File: config.mk
export PLATFORM = sky130hd
export DESIGN_NAME = npq_cell
export DESIGN_NICKNAME = d
export VERILOG_FILES = /design/src/design/npq_pkg.sv /design/src/design/npq_cell.sv
export SDC_FILE = /design/constraint.sdc
export NUM_CORES = 1
export LEC_CHECK = 0
export ABC_AREA = 1
export BUFFER_PORTS_ARGS = -buffer_cell sky130_fd_sc_hd__buf_2
export CORE_ASPECT_RATIO = 1.75
export CORE_MARGIN = 3
export CORE_UTILIZATION = 33
export DETAILED_ROUTE_END_ITERATION = 16
export PLACE_DENSITY = 0.46
export SYNTH_ARGS = -nofsm -noshare
export SYNTH_HDL_FRONTEND = slang
export SYNTH_SLANG_ARGS = --single-unit
File: constraint.sdc
create_clock -name clock -period 24.1 [get_ports clock]
set_input_delay 2.41 -clock clock [delete_from_list [all_inputs] [get_ports clock]]
set_output_delay 2.41 -clock clock [all_outputs]
set_load 0.01 [all_outputs]
File: src/design/npq_pkg.sv
// Shared types and constants of the nearest palette quantizer.
package npq_pkg;

   // Palette geometry: entries beyond the 4-bit index reach are never searched
   localparam int PALETTE_SIZE = 16;
   localparam int INDEX_REACH  = 16;
   localparam int SEARCH_CELLS = (PALETTE_SIZE < INDEX_REACH) ? PALETTE_SIZE : INDEX_REACH;
   localparam int IDX_W        = 4;
   localparam int COMP_W       = 8;
   localparam int COLOR_W      = 3 * COMP_W;
   localparam int SQ_W         = 2 * COMP_W;
   localparam int DIST_W       = SQ_W + 2;

   // Transparency key modes; the unused code acts as no transparency
   localparam logic [1:0] KEY_MODE_NONE  = 2'd0;
   localparam logic [1:0] KEY_MODE_FIXED = 2'd1;
   localparam logic [1:0] KEY_MODE_FIRST = 2'd2;

   // Request kinds
   localparam logic REQ_LOAD  = 1'b0;
   localparam logic REQ_PIXEL = 1'b1;

   // Configuration register indexes
   localparam logic CSR_KEY_MODE  = 1'b0;
   localparam logic CSR_FIXED_KEY = 1'b1;

   // One item as it moves down the cell chain
   typedef struct packed {
      logic                valid;
      logic                is_pixel;
      logic                transparent;
      logic [COLOR_W-1:0]  color;     // red in the top byte
      logic [IDX_W-1:0]    slot;
      logic [IDX_W-1:0]    best_idx;
      logic [DIST_W-1:0]   best_len;
   } npq_stage_type;

endpackage

File: src/design/npq_cell.sv
// One palette cell: holds one entry, loads it, and folds it into the running nearest match.
module npq_cell (
   input  logic                         clock,
   input  logic                         reset,
   input  logic                         advance,
   input  logic [npq_pkg::IDX_W-1:0]    cell_index,
   input  npq_pkg::npq_stage_type       stage_i,
   output npq_pkg::npq_stage_type       stage_o
);
   import npq_pkg::*;

   logic [COLOR_W-1:0] entry_ff;
   logic [COLOR_W-1:0] entry_in;
   npq_stage_type      stage_ff;
   npq_stage_type      stage_in;

   logic [COMP_W-1:0]  diff_r;
   logic [COMP_W-1:0]  diff_g;
   logic [COMP_W-1:0]  diff_b;
   logic [SQ_W-1:0]    sq_r;
   logic [SQ_W-1:0]    sq_g;
   logic [SQ_W-1:0]    sq_b;
   logic [DIST_W-1:0]  len;
   logic               load_hit;

   // Absolute component differences against the held entry
   always_comb begin
      logic [COMP_W-1:0] pr, pg, pb, xr, xg, xb;
      pr = entry_ff[COLOR_W-1 -: COMP_W];
      pg = entry_ff[SQ_W-1 -: COMP_W];
      pb = entry_ff[COMP_W-1:0];
      xr = stage_i.color[COLOR_W-1 -: COMP_W];
      xg = stage_i.color[SQ_W-1 -: COMP_W];
      xb = stage_i.color[COMP_W-1:0];
      diff_r = (pr > xr) ? (pr - xr) : (xr - pr);
      diff_g = (pg > xg) ? (pg - xg) : (xg - pg);
      diff_b = (pb > xb) ? (pb - xb) : (xb - pb);
   end

   // Squared distance
   assign sq_r = SQ_W'(diff_r) * SQ_W'(diff_r);
   assign sq_g = SQ_W'(diff_g) * SQ_W'(diff_g);
   assign sq_b = SQ_W'(diff_b) * SQ_W'(diff_b);
   assign len  = DIST_W'(sq_r) + DIST_W'(sq_g) + DIST_W'(sq_b);

   // Load items write the entry as they pass the matching cell
   assign load_hit = advance && stage_i.valid && (stage_i.is_pixel == REQ_LOAD)
                     && (stage_i.slot == cell_index);
   assign entry_in = load_hit ? stage_i.color : entry_ff;

   // Keep the best so far; the first cell always takes its own entry, ties stay lower
   always_comb begin
      stage_in = stage_i;
      if ((cell_index == '0) || (len < stage_i.best_len)) begin
         stage_in.best_idx = cell_index;
         stage_in.best_len = len;
      end
   end

   always_ff @(posedge clock) begin
      if (reset) begin
         entry_ff <= '0;
      end else begin
         entry_ff <= entry_in;
      end
   end

   always_ff @(posedge clock) begin
      if (reset) begin
         stage_ff.valid <= 1'b0;
      end else if (advance) begin
         stage_ff <= stage_in;
      end
   end

   assign stage_o = stage_ff;

endmodule
==> impl_metrics.ini <==
[outcome]
status = finished, final reports clean

[sta]
fmax_mhz = 87.6
rsz0062_at_grt = no
tightest_slew_ns = 0.899
hold_violations = 0
fin_crit_ns = 11.42
relSlewSlack = 0.398
final.period_utilization = 0.474
slew_viol_final = 0
finalSetupViolCount = 0
finalClockSkew_ns = 0.00943
tns_ns = 0

[die]
rows = 89
ios = 113
die_h_um = 251
die-area_um2 = 36500
start_util = 0.334
die_w_um = 146
core_region_area_um2 = 33700

[logic_synthesis]
synth_xor_area_frac = 0.0225
ys_seq_elements = 77
yosys_warnings = 0
synth_nets = 1742
synth_compound_area_frac = 0.0632
synth_top_family_by_area = adder cells
yosysTopAreaCell = fa_1
synth.area.top_cells = fa_1 25%, ha_1 16%, edfxtp_1 14%
netlist_instances = 1402
synthAdderAreaFrac = 0.403
muxShareOfSynthArea = 0
synth-simple-area-share = 0.200
synth_top_area_frac = 0.247
yosysUniqueCellTypes = 38
seq_area_frac_synth = 0.183
netlist_area_um2 = 11300
synth.avg_cell_area_um2 = 8.05

[worst_setup_path]
path_common_cell = nand2_1
worstPathRequired_ns = 24.22
arrival_ns = 11.54
max_stage_delay_ns = 0.54
cp-start-kind = input pin
cp_max_fo = 24
critPathCaptureType = flip-flop
rrSetupSlack_ns = 14.47
critPathSlowestCell = fa_1
path_class = input pin to flip-flop

[routing]
drcViolationCount = 0
drt_pass1_iterations = 4
vias_per_cell = 4.48
route.vias.total = 8809
wl_um = 29700
drtAntennaViolNets = 0
wl_per_cell_um = 15.1
dr.first_iter.drc_count = 234

[clock_tree]
cts_setup_buffers = 0
clock_sinks = 77
cts.path.max_buffers = 2
holdBufCountCts = 0
insertion_delay_ns = 0.38
cts.reportedPaths.clkPinSlew_ns = 0.06
cts-resized-gates = 0
cts_buffers = 9
cts_tree = built
cts_max_level = 3
clock-root-buffer = clkbuf_16

[placement]
finalWeightedCongestion = 0.861
post-dp-hpwl_um = 26200
io_buffer_count = 112

[layout]
finalNetCount = 1847
antennaDiodeCount = 0
drive_above_1_share = 0.124
nFillCells = 3565
syn_to_final_growth_pct = 12.1

[global_routing]
grt_max_degree = 47
grt_pass1_wl_um = 48800
grt_pass1_vias = 9573
track_usage = 0.171
grt_overflow = 0
grt_antenna_before_repair = 0

[worst_hold_path]
hold_path.class = flip-flop to flip-flop

[run]
max_cap_viol_count = 0
-- worst max-delay path, delay by kind of cell --
kind,cells,cell delay [ns]
AND/OR/NAND/NOR,22,3.13
buffers and inverters,8,0.87
adder cells (fa/ha/maj),11,4.95
AO/OA/AOI/OAI,1,0.16
-- path summary, 6_finish.rpt --
check | from | to | cells after the start
min reg2reg | stage_o[52]$_SDFFE_PP0P_ | stage_o[52]$_SDFFE_PP0P_ | 2
max reg2reg | entry_ff[0]$_SDFFE_PP0P_ | stage_o[17]$_DFFE_PP_ | 42
min | stage_o[52]$_SDFFE_PP0P_ | stage_o[52]$_SDFFE_PP0P_ | 2
max | stage_i[26] | stage_o[17]$_DFFE_PP_ | 42
-- synthesized netlist by cell type, drive strengths merged --
library cell / number
o211ai: 1
ha: 141
fa: 139
a21o: 2
clkbuf: 5
a21oi: 50
or2: 4
o21ai: 22
a211oi: 21
nor3: 8
nand4: 12
a21boi: 2
xor2: 20
dfxtp: 25
edfxtp: 52
o21bai: 7
inv: 353
xnor2: 9
nand3: 68
buf: 16
o21a: 8
nor2: 126
nand2: 311
-- metal layers --
metal  GRT usage  wire length, µm  up-vias
met2       0.344            17000      167
li1            -                -     4472
met1       0.165            10400     4113
met5           0                0        -
met4      0.0853             1450        0
met3      0.0255              865       57
-- cell families after synthesis --
logic type | count (synthesis)
buffers and inverters | 374
DFF | 77
adders and majority gates | 280
xor gates and xnor gates | 29
AOI/OAI and AO/OA | 113
and+or+nand+nor | 529
-- registers in the layout, indices dropped and copies added (netlist names) --
| name | cells |
|---|---|
| entry_ff | 24 |
| stage_o | 53 |
-- per-stage QoR --
stage	util	setup WS, ns	hold WS (ns)	cell area (µm²)	cells
2_1_floorplan	-	14.13	0.448	11300	1402
3_3_place_gp	0.365	12.19	0.448	12300	1951
3_5_place_dp	0.365	12.16	0.459	12300	1951
4_1_cts	0.375	12.56	0.469	12600	1967
5_1_grt	0.375	11.93	0.485	12600	1967
6_report	0.375	12.68	0.466	12600	1967
-- layout by cell type, fill, tap and decap left out, types with 25 or more instances in the layout --
cell      count
inv_1       341
fa_1        139
nand3_1      67
a21oi_1      49
dfxtp_1      25
nor2_1      118
ha_1        141
edfxtp_1     52
buf_2       112
nand2_1     286
-- layout make-up --
cell class                      instances  area (µm²)  share of cell area
Timing Repair Buffer                  115         583              0.0461
Clock buffer                           12         268              0.0212
Tap cell                              455         569              0.0450
Inverter                              353        1330               0.105
Sequential cell                        77        2060               0.163
Multi-Input combinational cell        951        7780               0.615
Clock inverter                          4        50.0             0.00396
Power is not shown: default switching activity piles up to over one toggle a cycle in this logic, so the estimate is an artifact.
